[src/sv/bse_pkg.sv]
// Package: shared types, widths and codes of the battery status estimator.
`default_nettype none

package bse_pkg;

  // Data widths
  localparam int unsigned WORD_W    = 32;
  localparam int unsigned DIV_W     = 38;  // dividend and quotient width: 60 * 32-bit amount
  localparam int unsigned DIV_CNT_W = $clog2(DIV_W + 1);
  localparam int unsigned CFG_IDX_W = 3;

  // Configuration register indexes
  localparam logic [CFG_IDX_W-1:0] CFG_POWER_UNIT  = 3'd0;
  localparam logic [CFG_IDX_W-1:0] CFG_DESIGN_VOLT = 3'd1;
  localparam logic [CFG_IDX_W-1:0] CFG_DESIGN_CAP  = 3'd2;
  localparam logic [CFG_IDX_W-1:0] CFG_FULL_CAP    = 3'd3;
  localparam logic [CFG_IDX_W-1:0] CFG_POLL_OVR    = 3'd4;

  // Mode codes
  localparam logic [1:0] MODE_FULL      = 2'd0;
  localparam logic [1:0] MODE_DISCHARGE = 2'd1;
  localparam logic [1:0] MODE_CHARGE    = 2'd2;
  localparam logic [1:0] MODE_FAILURE   = 2'd3;

  // Constants
  localparam logic [WORD_W-1:0] RATE_MASK      = 32'h0000_0FFF;
  localparam logic [WORD_W-1:0] UNKNOWN_TIME   = 32'h0000_FFFF;
  localparam logic [WORD_W-1:0] RAW_CAP_LIMIT  = 32'd10000;
  localparam logic [WORD_W-1:0] MV_PER_V       = 32'd1000;
  localparam logic [WORD_W-1:0] CYCLE_DIVISOR  = 32'd7;

  // Input item
  typedef struct packed {
    logic [WORD_W-1:0] battery_state;
    logic [WORD_W-1:0] present_rate;
    logic [WORD_W-1:0] remaining_capacity;
  } bse_in_t;

  // Result item
  typedef struct packed {
    logic [1:0]               mode;
    logic signed [WORD_W-1:0] amperage;
    logic signed [WORD_W-1:0] instant_amperage;
    logic [WORD_W-1:0]        avg_time_to_empty;
    logic [WORD_W-1:0]        avg_time_to_full;
    logic [WORD_W-1:0]        inst_time_to_empty;
    logic [WORD_W-1:0]        inst_time_to_full;
    logic [WORD_W-1:0]        current_capacity;
    logic                     quick_poll;
    logic [WORD_W-1:0]        cycle_count;
    logic                     capacity_error;
  } bse_out_t;

  // Divider request and response
  typedef struct packed {
    logic              start;
    logic [DIV_W-1:0]  dividend;
    logic [WORD_W-1:0] divisor;
  } div_req_t;

  typedef struct packed {
    logic             busy;
    logic             done;
    logic [DIV_W-1:0] quotient;
  } div_resp_t;

endpackage

`default_nettype wire

[src/sv/bse_ifs.sv]
// Interfaces: input, result and configuration channels of the estimator.
`default_nettype none

interface bse_in_if import bse_pkg::*; ();
  logic    valid;
  logic    ready;
  bse_in_t data;

  modport source (output valid, output data, input ready);
  modport sink   (input valid, input data, output ready);
endinterface

interface bse_out_if import bse_pkg::*; ();
  logic     valid;
  logic     ready;
  bse_out_t data;

  modport source (output valid, output data, input ready);
  modport sink   (input valid, input data, output ready);
endinterface

interface bse_cfg_if import bse_pkg::*; ();
  logic                 valid;
  logic                 ready;
  logic [CFG_IDX_W-1:0] index;
  logic [WORD_W-1:0]    wdata;

  modport source (output valid, output index, output wdata, input ready);
  modport sink   (input valid, input index, input wdata, output ready);
endinterface

`default_nettype wire

[src/sv/bse_div.sv]
// Shared restoring divider: one quotient bit per cycle.
`default_nettype none

module bse_div import bse_pkg::*; (
  input  wire logic      clk_i,
  input  wire logic      rst_ni,
  input  wire div_req_t  req_i,
  output div_resp_t      resp_o
);

  logic                 busy_q, done_q;
  logic [DIV_CNT_W-1:0] cnt_q;
  logic [WORD_W-1:0]    rem_q, dvs_q;
  logic [DIV_W-1:0]     quo_q;

  logic [WORD_W:0] trial, diff;
  logic            fits;

  // Trial subtract of the divisor from the shifted remainder
  always_comb begin
    trial = {rem_q, quo_q[DIV_W-1]};
    diff  = trial - {1'b0, dvs_q};
    fits  = (trial >= {1'b0, dvs_q});
  end

  // Sequence control
  always_ff @(posedge clk_i or negedge rst_ni) begin
    if (!rst_ni) begin
      busy_q <= 1'b0;
      done_q <= 1'b0;
      cnt_q  <= '0;
    end else begin
      done_q <= busy_q && (cnt_q == DIV_CNT_W'(1));
      if (req_i.start) begin
        busy_q <= 1'b1;
        cnt_q  <= DIV_CNT_W'(DIV_W);
      end else if (busy_q) begin
        cnt_q <= cnt_q - DIV_CNT_W'(1);
        if (cnt_q == DIV_CNT_W'(1)) begin
          busy_q <= 1'b0;
        end
      end
    end
  end

  // Remainder and quotient shift
  always_ff @(posedge clk_i) begin
    if (req_i.start) begin
      rem_q <= '0;
      quo_q <= req_i.dividend;
      dvs_q <= req_i.divisor;
    end else if (busy_q) begin
      rem_q <= fits ? diff[WORD_W-1:0] : trial[WORD_W-1:0];
      quo_q <= {quo_q[DIV_W-2:0], fits};
    end
  end

  assign resp_o.busy     = busy_q;
  assign resp_o.done     = done_q;
  assign resp_o.quotient = quo_q;

endmodule

`default_nettype wire

[src/sv/battery_status_estimator.sv]
// Top level: battery status estimator with sequencer around one shared divider.
`default_nettype none

// Each status item runs ten divisions between acceptance and result (volts from
// millivolts, design, full, remaining capacity and rate scaling, four time
// estimates and the cycle count), one after the other on a single 38-step
// restoring divider. The input channel is ready only while no item is in work;
// a finished result waits in an output register, so a new item can be taken
// before the result is read.
// Configuration writes are taken at any time and must only be made while the
// block is idle.
module battery_status_estimator import bse_pkg::*; (
  input  wire logic  clk_i,
  input  wire logic  rst_ni,
  bse_cfg_if.sink    cfg_i,
  bse_in_if.sink     in_i,
  bse_out_if.source  out_o
);

  // Sequencer states
  localparam logic [1:0] S_IDLE = 2'd0;
  localparam logic [1:0] S_LOAD = 2'd1;
  localparam logic [1:0] S_WAIT = 2'd2;
  localparam logic [1:0] S_DONE = 2'd3;

  // Division steps
  localparam logic [3:0] OP_VOLT = 4'd0;
  localparam logic [3:0] OP_DES  = 4'd1;
  localparam logic [3:0] OP_FULL = 4'd2;
  localparam logic [3:0] OP_CAP  = 4'd3;
  localparam logic [3:0] OP_RATE = 4'd4;
  localparam logic [3:0] OP_ATE  = 4'd5;
  localparam logic [3:0] OP_ITE  = 4'd6;
  localparam logic [3:0] OP_ATF  = 4'd7;
  localparam logic [3:0] OP_ITF  = 4'd8;
  localparam logic [3:0] OP_CYC  = 4'd9;

  // Configuration registers
  logic [WORD_W-1:0] cfg_unit_q, cfg_volt_q, cfg_dcap_q, cfg_fcap_q;
  logic              cfg_povr_q;

  // Control and state
  logic [1:0]        state_q, state_d;
  logic [3:0]        op_q, op_d;
  logic              out_valid_q, out_valid_d;
  logic [WORD_W-1:0] avg_q, last_q;
  logic              qp_q;

  // Per-item datapath registers
  bse_in_t           item_q;
  logic [WORD_W-1:0] volt_div_q, design_q, full_q, cap_q, rate_q;
  logic [WORD_W-1:0] ate_q, ite_q, atf_q, itf_q, cyc_q;
  bse_out_t          out_q, out_d;

  // Divider link
  div_req_t  div_req;
  div_resp_t div_resp;

  logic in_acc, cfg_acc, out_load;

  assign cfg_i.ready = 1'b1;
  assign in_i.ready  = (state_q == S_IDLE);
  assign in_acc      = in_i.valid && in_i.ready;
  assign cfg_acc     = cfg_i.valid && cfg_i.ready;
  assign out_load    = (state_q == S_DONE) && (!out_valid_q || out_o.ready);

  assign out_o.valid = out_valid_q;
  assign out_o.data  = out_q;

  // Configuration writes; unknown indexes are dropped
  always_ff @(posedge clk_i or negedge rst_ni) begin
    if (!rst_ni) begin
      cfg_unit_q <= '0;
      cfg_volt_q <= '0;
      cfg_dcap_q <= '0;
      cfg_fcap_q <= '0;
      cfg_povr_q <= 1'b0;
    end else if (cfg_acc) begin
      case (cfg_i.index)
        CFG_POWER_UNIT:  cfg_unit_q <= cfg_i.wdata;
        CFG_DESIGN_VOLT: cfg_volt_q <= cfg_i.wdata;
        CFG_DESIGN_CAP:  cfg_dcap_q <= cfg_i.wdata;
        CFG_FULL_CAP:    cfg_fcap_q <= cfg_i.wdata;
        CFG_POLL_OVR:    cfg_povr_q <= cfg_i.wdata[0];
        default: ;
      endcase
    end
  end

  // Unit divisor selection
  logic [WORD_W-1:0] unit_base, unit;
  always_comb begin
    unit_base = (cfg_unit_q != '0) ? cfg_unit_q :
                (volt_div_q != '0) ? volt_div_q : WORD_W'(1);
    unit = (unit_base > WORD_W'(1) && cfg_dcap_q < RAW_CAP_LIMIT) ? WORD_W'(1) : unit_base;
  end

  // Time dividends: 60 * amount as (x << 6) - (x << 2)
  logic [WORD_W-1:0] toward, cap_diff;
  logic [DIV_W-1:0]  cap60, tow60;
  always_comb begin
    toward   = (full_q > cap_q) ? (full_q - cap_q) : '0;
    cap_diff = (design_q > full_q) ? (design_q - full_q) : (full_q - design_q);
    cap60    = ({6'd0, cap_q} << 6) - ({6'd0, cap_q} << 2);
    tow60    = ({6'd0, toward} << 6) - ({6'd0, toward} << 2);
  end

  // Divider operand selection
  always_comb begin
    div_req.start = (state_q == S_LOAD);
    case (op_q)
      OP_VOLT: begin div_req.dividend = {6'd0, cfg_volt_q};   div_req.divisor = MV_PER_V;      end
      OP_DES:  begin div_req.dividend = {6'd0, cfg_dcap_q};   div_req.divisor = unit;          end
      OP_FULL: begin div_req.dividend = {6'd0, cfg_fcap_q};   div_req.divisor = unit;          end
      OP_CAP:  begin
        div_req.dividend = {6'd0, item_q.remaining_capacity};
        div_req.divisor  = unit;
      end
      OP_RATE: begin div_req.dividend = {6'd0, item_q.present_rate}; div_req.divisor = unit; end
      OP_ATE:  begin div_req.dividend = cap60;                div_req.divisor = avg_q;         end
      OP_ITE:  begin div_req.dividend = cap60;                div_req.divisor = rate_q;        end
      OP_ATF:  begin div_req.dividend = tow60;                div_req.divisor = avg_q;         end
      OP_ITF:  begin div_req.dividend = tow60;                div_req.divisor = rate_q;        end
      OP_CYC:  begin div_req.dividend = {6'd0, cap_diff};     div_req.divisor = CYCLE_DIVISOR; end
      default: begin div_req.dividend = '0;                   div_req.divisor = WORD_W'(1);    end
    endcase
  end

  bse_div u_div (
    .clk_i  (clk_i),
    .rst_ni (rst_ni),
    .req_i  (div_req),
    .resp_o (div_resp)
  );

  // Quotient post-processing
  logic [WORD_W-1:0] q32, time_res, rate_new, avg_mid, avg_new;
  logic [WORD_W:0]   avg_sum;
  always_comb begin
    q32      = div_resp.quotient[WORD_W-1:0];
    time_res = (div_req.divisor == '0) ? UNKNOWN_TIME :
               (div_resp.quotient[DIV_W-1:WORD_W] != '0) ? '1 : q32;
    rate_new = (q32 == '0) ? {1'b0, full_q[WORD_W-1:1]} : (q32 & RATE_MASK);
    avg_sum  = {1'b0, avg_q} + {1'b0, rate_new};
    avg_mid  = (avg_q != '0) ? avg_sum[WORD_W:1] : rate_new;
    avg_new  = (item_q.battery_state != last_q) ? '0 : avg_mid;
  end

  logic step_done;
  assign step_done = (state_q == S_WAIT) && div_resp.done;

  // Sequencer
  always_comb begin
    state_d = state_q;
    op_d    = op_q;
    case (state_q)
      S_IDLE: begin
        if (in_acc) begin
          state_d = S_LOAD;
          op_d    = OP_VOLT;
        end
      end
      S_LOAD: state_d = S_WAIT;
      S_WAIT: begin
        if (div_resp.done) begin
          if (op_q == OP_CYC) begin
            state_d = S_DONE;
          end else begin
            state_d = S_LOAD;
            op_d    = op_q + 4'd1;
          end
        end
      end
      S_DONE: begin
        if (out_load) begin
          state_d = S_IDLE;
        end
      end
      default: state_d = S_IDLE;
    endcase
    out_valid_d = out_load || (out_valid_q && !out_o.ready);
  end

  // Result assembly
  logic [WORD_W-1:0] cap_eff;
  logic [36:0]       cap20;
  logic              ext_power, qp_next;
  always_comb begin
    out_d = '0;
    case (item_q.battery_state[1:0])
      2'b11: begin
        out_d.mode = MODE_FAILURE;
        cap_eff    = cap_q;
        ext_power  = 1'b1;
      end
      2'b01: begin
        out_d.mode               = MODE_DISCHARGE;
        out_d.amperage           = WORD_W'(0) - avg_q;
        out_d.instant_amperage   = WORD_W'(0) - rate_q;
        out_d.avg_time_to_empty  = ate_q;
        out_d.inst_time_to_empty = ite_q;
        out_d.avg_time_to_full   = UNKNOWN_TIME;
        out_d.inst_time_to_full  = UNKNOWN_TIME;
        cap_eff                  = cap_q;
        ext_power                = 1'b0;
      end
      2'b10: begin
        out_d.mode               = MODE_CHARGE;
        out_d.amperage           = avg_q;
        out_d.instant_amperage   = rate_q;
        out_d.avg_time_to_full   = atf_q;
        out_d.inst_time_to_full  = itf_q;
        out_d.avg_time_to_empty  = UNKNOWN_TIME;
        out_d.inst_time_to_empty = UNKNOWN_TIME;
        cap_eff                  = cap_q;
        ext_power                = 1'b1;
      end
      default: begin
        out_d.mode               = MODE_FULL;
        out_d.avg_time_to_empty  = UNKNOWN_TIME;
        out_d.inst_time_to_empty = UNKNOWN_TIME;
        out_d.avg_time_to_full   = UNKNOWN_TIME;
        out_d.inst_time_to_full  = UNKNOWN_TIME;
        cap_eff                  = full_q;
        ext_power                = 1'b1;
      end
    endcase
    // below five percent: 100 * cap / full < 5 exactly when 20 * cap < full
    cap20   = ({5'd0, cap_eff} << 4) + ({5'd0, cap_eff} << 2);
    qp_next = (!cfg_povr_q && full_q != '0) ? ((cap20 < {5'd0, full_q}) && ext_power) : qp_q;
    out_d.current_capacity = cap_eff;
    out_d.quick_poll       = qp_next;
    out_d.cycle_count      = cyc_q;
    out_d.capacity_error   = (design_q == '0) || (full_q == '0);
  end

  // Control and persistent state
  always_ff @(posedge clk_i or negedge rst_ni) begin
    if (!rst_ni) begin
      state_q     <= S_IDLE;
      op_q        <= OP_VOLT;
      out_valid_q <= 1'b0;
      avg_q       <= '0;
      last_q      <= '0;
      qp_q        <= 1'b0;
    end else begin
      state_q     <= state_d;
      op_q        <= op_d;
      out_valid_q <= out_valid_d;
      if (step_done && op_q == OP_RATE) begin
        avg_q  <= avg_new;
        last_q <= item_q.battery_state;
      end
      if (out_load) begin
        qp_q <= qp_next;
      end
    end
  end

  // Payload registers
  always_ff @(posedge clk_i) begin
    if (in_acc) begin
      item_q <= in_i.data;
    end
    if (out_load) begin
      out_q <= out_d;
    end
    if (step_done) begin
      case (op_q)
        OP_VOLT: volt_div_q <= q32;
        OP_DES:  design_q   <= q32;
        OP_FULL: full_q     <= q32;
        OP_CAP:  cap_q      <= q32;
        OP_RATE: rate_q     <= rate_new;
        OP_ATE:  ate_q      <= time_res;
        OP_ITE:  ite_q      <= time_res;
        OP_ATF:  atf_q      <= time_res;
        OP_ITF:  itf_q      <= time_res;
        OP_CYC:  cyc_q      <= q32;
        default: ;
      endcase
    end
  end

  // Checks
  a_start_idle: assert property (@(posedge clk_i) disable iff (!rst_ni)
    div_req.start |-> !div_resp.busy)
    else $error("divider started while busy");

  a_done_waiting: assert property (@(posedge clk_i) disable iff (!rst_ni)
    div_resp.done |-> (state_q == S_WAIT))
    else $error("divider result arrived outside wait state");

  a_accept_starts: assert property (@(posedge clk_i) disable iff (!rst_ni)
    in_acc |=> (state_q == S_LOAD) && (op_q == OP_VOLT))
    else $error("accepted item did not start the division sequence");

  a_load_no_drop: assert property (@(posedge clk_i) disable iff (!rst_ni)
    (out_valid_q && !out_o.ready) |-> !out_load)
    else $error("result overwritten while waiting");

endmodule

`default_nettype wire

[src/flat_wrapper.sv]
// flat-port wrapper written by rule: the top's interface ports become plain ports
module battery_status_estimator_flat import bse_pkg::*;
  (clk_i, rst_ni, cfg_i_valid, cfg_i_index, cfg_i_wdata, cfg_i_ready, in_i_valid, in_i_data, in_i_ready, out_o_valid, out_o_data, out_o_ready);
  bse_cfg_if cfg_i_i ();
  bse_in_if in_i_i ();
  bse_out_if out_o_i ();
  input  wire logic clk_i;
  input  wire logic rst_ni;
  input wire logic [$bits(cfg_i_i.valid)-1:0] cfg_i_valid;
  input wire logic [$bits(cfg_i_i.index)-1:0] cfg_i_index;
  input wire logic [$bits(cfg_i_i.wdata)-1:0] cfg_i_wdata;
  output wire logic [$bits(cfg_i_i.ready)-1:0] cfg_i_ready;
  input wire logic [$bits(in_i_i.valid)-1:0] in_i_valid;
  input wire logic [$bits(in_i_i.data)-1:0] in_i_data;
  output wire logic [$bits(in_i_i.ready)-1:0] in_i_ready;
  output wire logic [$bits(out_o_i.valid)-1:0] out_o_valid;
  output wire logic [$bits(out_o_i.data)-1:0] out_o_data;
  input wire logic [$bits(out_o_i.ready)-1:0] out_o_ready;
  assign cfg_i_i.valid = cfg_i_valid;
  assign cfg_i_i.index = cfg_i_index;
  assign cfg_i_i.wdata = cfg_i_wdata;
  assign cfg_i_ready = cfg_i_i.ready;
  assign in_i_i.valid = in_i_valid;
  assign in_i_i.data = in_i_data;
  assign in_i_ready = in_i_i.ready;
  assign out_o_valid = out_o_i.valid;
  assign out_o_data = out_o_i.data;
  assign out_o_i.ready = out_o_ready;
  battery_status_estimator u_core (.clk_i(clk_i), .rst_ni(rst_ni), .cfg_i(cfg_i_i), .in_i(in_i_i), .out_o(out_o_i));
endmodule
[config.mk]
export PLATFORM = sky130hd
export DESIGN_NAME = battery_status_estimator_flat
export DESIGN_NICKNAME = d
export VERILOG_FILES = /design/src/sv/bse_pkg.sv /design/src/sv/bse_ifs.sv /design/src/sv/bse_div.sv /design/src/sv/battery_status_estimator.sv /design/src/flat_wrapper.sv
export SDC_FILE = /design/constraint.sdc
export NUM_CORES = 2
export LEC_CHECK = 0
export BUFFER_PORTS_ARGS = -buffer_cell sky130_fd_sc_hd__buf_2
export CORE_UTILIZATION = 45
export CTS_BUF_LIST = sky130_fd_sc_hd__clkbuf_4 sky130_fd_sc_hd__clkbuf_8 sky130_fd_sc_hd__clkbuf_16
export DETAILED_ROUTE_END_ITERATION = 8
export SETUP_SLACK_MARGIN = 0.4
export SLEW_MARGIN = 15
export SYNTH_ARGS = -nofsm -noshare
export SYNTH_HDL_FRONTEND = slang
export SYNTH_SLANG_ARGS = --single-unit
[constraint.sdc]
create_clock -name clk_i -period 16.13 [get_ports clk_i]
set_input_delay 1.613 -clock clk_i [delete_from_list [all_inputs] [get_ports clk_i]]
set_output_delay 1.613 -clock clk_i [all_outputs]
set_load 0.03 [all_outputs]
==> impl_results.md <==
* Leading area contributor after synthesis: edfxtp_1
* Area delta synth->final at 14.4%
* Sw Share at 22.2%
* Pwr/cell area at 92.7 nW/um2
* Number of max-cap violations at 0
* Ports at 399
* Final Util at 52.0%
* Hold WC Path Type: reg2reg
* Initial antenna violation count at 11
* Worst-Skew Late Latency at 0.74 ns
* Worst-Margin Slew at 1.23 ns
* TritonRoute pass-1 iters at 8
* Clock Skew at 0.0460 ns
* Iter 0 DRT Violations at 4,444
* Syn nets at 5,224
* R2R setup slack at 9.14 ns
* Nets at 5,605
* Clock buffer depth at 3
* Clk root buf: clkbuf_16
* CTS clk-pin slew, worst paths at 0.06 ns
* Final Hold Viols at 0
* Post-CTS Resized at 0
* Synth unique cells at 87
* Clock Power Share at 46.3%
* Final setup vio count at 0
* Initial core utilization at 45.4%
* CP Data Arrival Time at 7.44 ns
* Postcts setup bufs at 0
* Synth Instances at 4,797
* Congestion Overflow GR at 0
* Sequential element share of the synthesized area at 53.4%
* Setup Total Neg Slack at 0 ns
* CTS tree: built
* Die Y at 345 um
* Synthesized area at 52,900 um2
* Vias in the first global route at 38.3k
* Share of the synthesized area in the top cell type at 42.3%
* Largest cells by area after synthesis: edfxtp_1 (42%), dfrtp_1 (9.9%), ha_1 (6.7%)
* Leakage power at 24.8 nW
* Mean instance size in the synthesized netlist at 11.0 um2
* YS warnings at 0
* FFs w/ async S/R, synth at 21.2%
* First-pass GRT wire length at 266 mm
* H-tree Lvls at 3
* Synth Flop Type: edfxtp_1
* RSZ-0062 raised after global routing: no
* Vias per cell at 6.08
* CP Launch Type: flip-flop
* WP data required at 16.58 ns
* Run status: finished, final reports clean
* Hold depth at 0
* Fin crit share at 43.3%
* Die area at 119,000 um2
* Worst IR Drop VDD at 0.0911 mV
* Largest net degree at the start of global routing at 125
* DRT Wirelength at 188 mm
* CTS Hold Bufs at 0
* Fraction of layout cells with a size suffix above 1 at 16.9%
* CTS Buf Count at 107
* Worst slew margin relative to its limit at 18.0%
* Core area at 116,000 um2
* Vias at 41.3k
* Port-buffer cells at 397
* Switch Pwr at 1.25 mW
* All-Layer GR Usage at 30.8%
* Post-route DRC at 0
* Sequential power share at 50.9%
* Min cycle time layout at 6.99 ns
* Die width at 345 um
* Max FO, Critical Path at 37
* Internal power at 4.36 mW
* Post-synth EDFFs at 745
* WL per Instance at 27.6 um
* Final Wtd Congestion at 0.989
* Reg2reg path depth at 18
* CTS Sinks at 986
* Slew Limit Fails at 0
* WS Path Type: reg2reg
* FMAX at 143 MHz
* Post-DRT Antenna Nets at 0
* DPL Wire Length at 139 mm
* Combinational Power Share at 2.8%
* Seq cells post-synth at 986
* Site row count at 125
* Setup crit end kind: flip-flop
==> area by class of cell <==
cell class	count	area (um2)
fill	10400	55900
sequential	986	28200
timing repair buffer	484	2650
inverter	221	837
clock inverter	67	802
clock buffer	137	2950
tap	1524	1910
antenna	5	12.5
multi-input combinational	3378	23100
==> critical path: stages (launching register included) <==
cell and delay, ns:
edfxtp_1 0.54, ha_1 0.45, nand4_1 0.19, nor3_1 0.42, a21boi_0 0.53, o211a_1 0.42, or2_2 0.75, nand2_1 0.16
ha_1 0.41, and3_1 0.18, and3b_1 0.17, o21ai_0 0.60, a2111oi_0 0.26, a211oi_1 0.54, nor2_1 0.18, a21oi_1 0.29
o21ai_0 0.15, xor2_1 0.16, a221o_1 0.32
==> cells in the final DEF, fill, tap and decap left out, types with 40 or more instances in the layout <==
cell type,count
buf_2,396
o21a_1,52
xnor2_1,145
nor4_1,76
nand4_1,64
a21o_1,192
nor2b_1,46
nor2_1,219
buf_4,87
a21oi_1,343
ha_1,284
nand2_1,412
o21ai_0,372
nand3_1,80
o21bai_1,40
a22oi_1,84
and2_1,101
clkbuf_16,107
o31ai_1,43
dfrtp_1,209
xor2_1,78
inv_1,218
nor3_1,68
mux2_2,138
mux2i_1,45
edfxtp_1,745
==> metrics by stage <==
stage | setup WS [ns] | total power, mW | area [um2] | cells | hold WS, ns
6_report | 9.14 | 5.61 | 60500 | 6802 | 0.408
5_1_grt | 8.66 | 5.76 | 60500 | 6797 | 0.422
4_1_cts | 9.26 | 5.64 | 60500 | 6797 | 0.404
3_5_place_dp | 9.27 | 3.05 | 56700 | 6593 | 0.405
3_3_place_gp | 9.50 | 3.05 | 56700 | 6593 | 0.402
2_1_floorplan | 8.66 | 2.95 | 52900 | 4797 | 0.400
==> synthesized netlist by cell type, types with 105 or more instances <==
library cell,count
dfrtp_1,209
edfxtp_1,745
mux2_2,138
nand2_1,412
xnor2_1,145
clkbuf_1,181
nor2_1,224
and2_1,105
o21ai_0,374
a21o_1,192
ha_1,285
a21oi_1,343
inv_1,220
==> cells by family (layout without fill, tap and decap cells) <==
logic type / after synthesis / after routing / share of synthesized area [%]
simple gates: 1268 / 1268 / 11.9
compound gates: 1412 / 1412 / 17.1
flops: 986 / 986 / 53.4
buf+inv: 433 / 909 / 3.12
xor+xnor: 223 / 223 / 3.69
other cells: 1 / 6 / 0.00709
mux: 183 / 183 / 3.79
fa+ha+maj: 291 / 291 / 6.97
==> worst paths after layout <==
kind,from,endpoint
max in group asynchronous,rst_ni,u_core.avg_q[31]
hold reg to reg,u_core.cyc_q[17],u_core.out_o.data[18]
setup reg to reg,u_core.full_q[11],u_core.u_div.quo_q[36]
setup / recovery,u_core.full_q[11],u_core.u_div.quo_q[36]
min in group asynchronous,rst_ni,u_core.cfg_fcap_q[9]
hold / removal,u_core.cyc_q[17],u_core.out_o.data[18]
==> flip-flops by register name, indices dropped and copies added (netlist names), 4 cells and up <==
name                cells
u_core.ate_q           32
u_core.atf_q           32
u_core.avg_q           32
u_core.cap_q           32
u_core.cfg_dcap_q      32
u_core.cfg_fcap_q      32
u_core.cfg_unit_q      32
u_core.cfg_volt_q      32
u_core.cyc_q           32
u_core.design_q        32
u_core.full_q          32
u_core.ite_q           32
u_core.item_q          96
u_core.itf_q           32
u_core.last_q          32
u_core.op_q             4
u_core.out_o.data     260
u_core.rate_q          31
u_core.u_div.cnt_q      6
u_core.u_div.dvs_q     32
u_core.u_div.quo_q     38
u_core.u_div.rem_q     32
u_core.volt_div_q      32
==> power by group through the flow <==
stage / registers [mW] / clock network, mW / logic [mW]
final: 2.85 / 2.60 / 0.158
after global routing: 2.85 / 2.73 / 0.171
after CTS: 2.85 / 2.64 / 0.158
after detailed placement: 2.90 / 0 / 0.156
after global placement: 2.90 / 0 / 0.152
after floorplan: 2.86 / 0 / 0.0947
==> routing by layer <==
layer	vias up	GRT usage [%]	wire, um
met2	1781	48.3	85800
met3	319	5.33	14600
met1	20500	43.1	81000
met4	2	10.5	6600
li1	18800	-	-
met5	-	0	13
(Power assumes the default switching activity.)
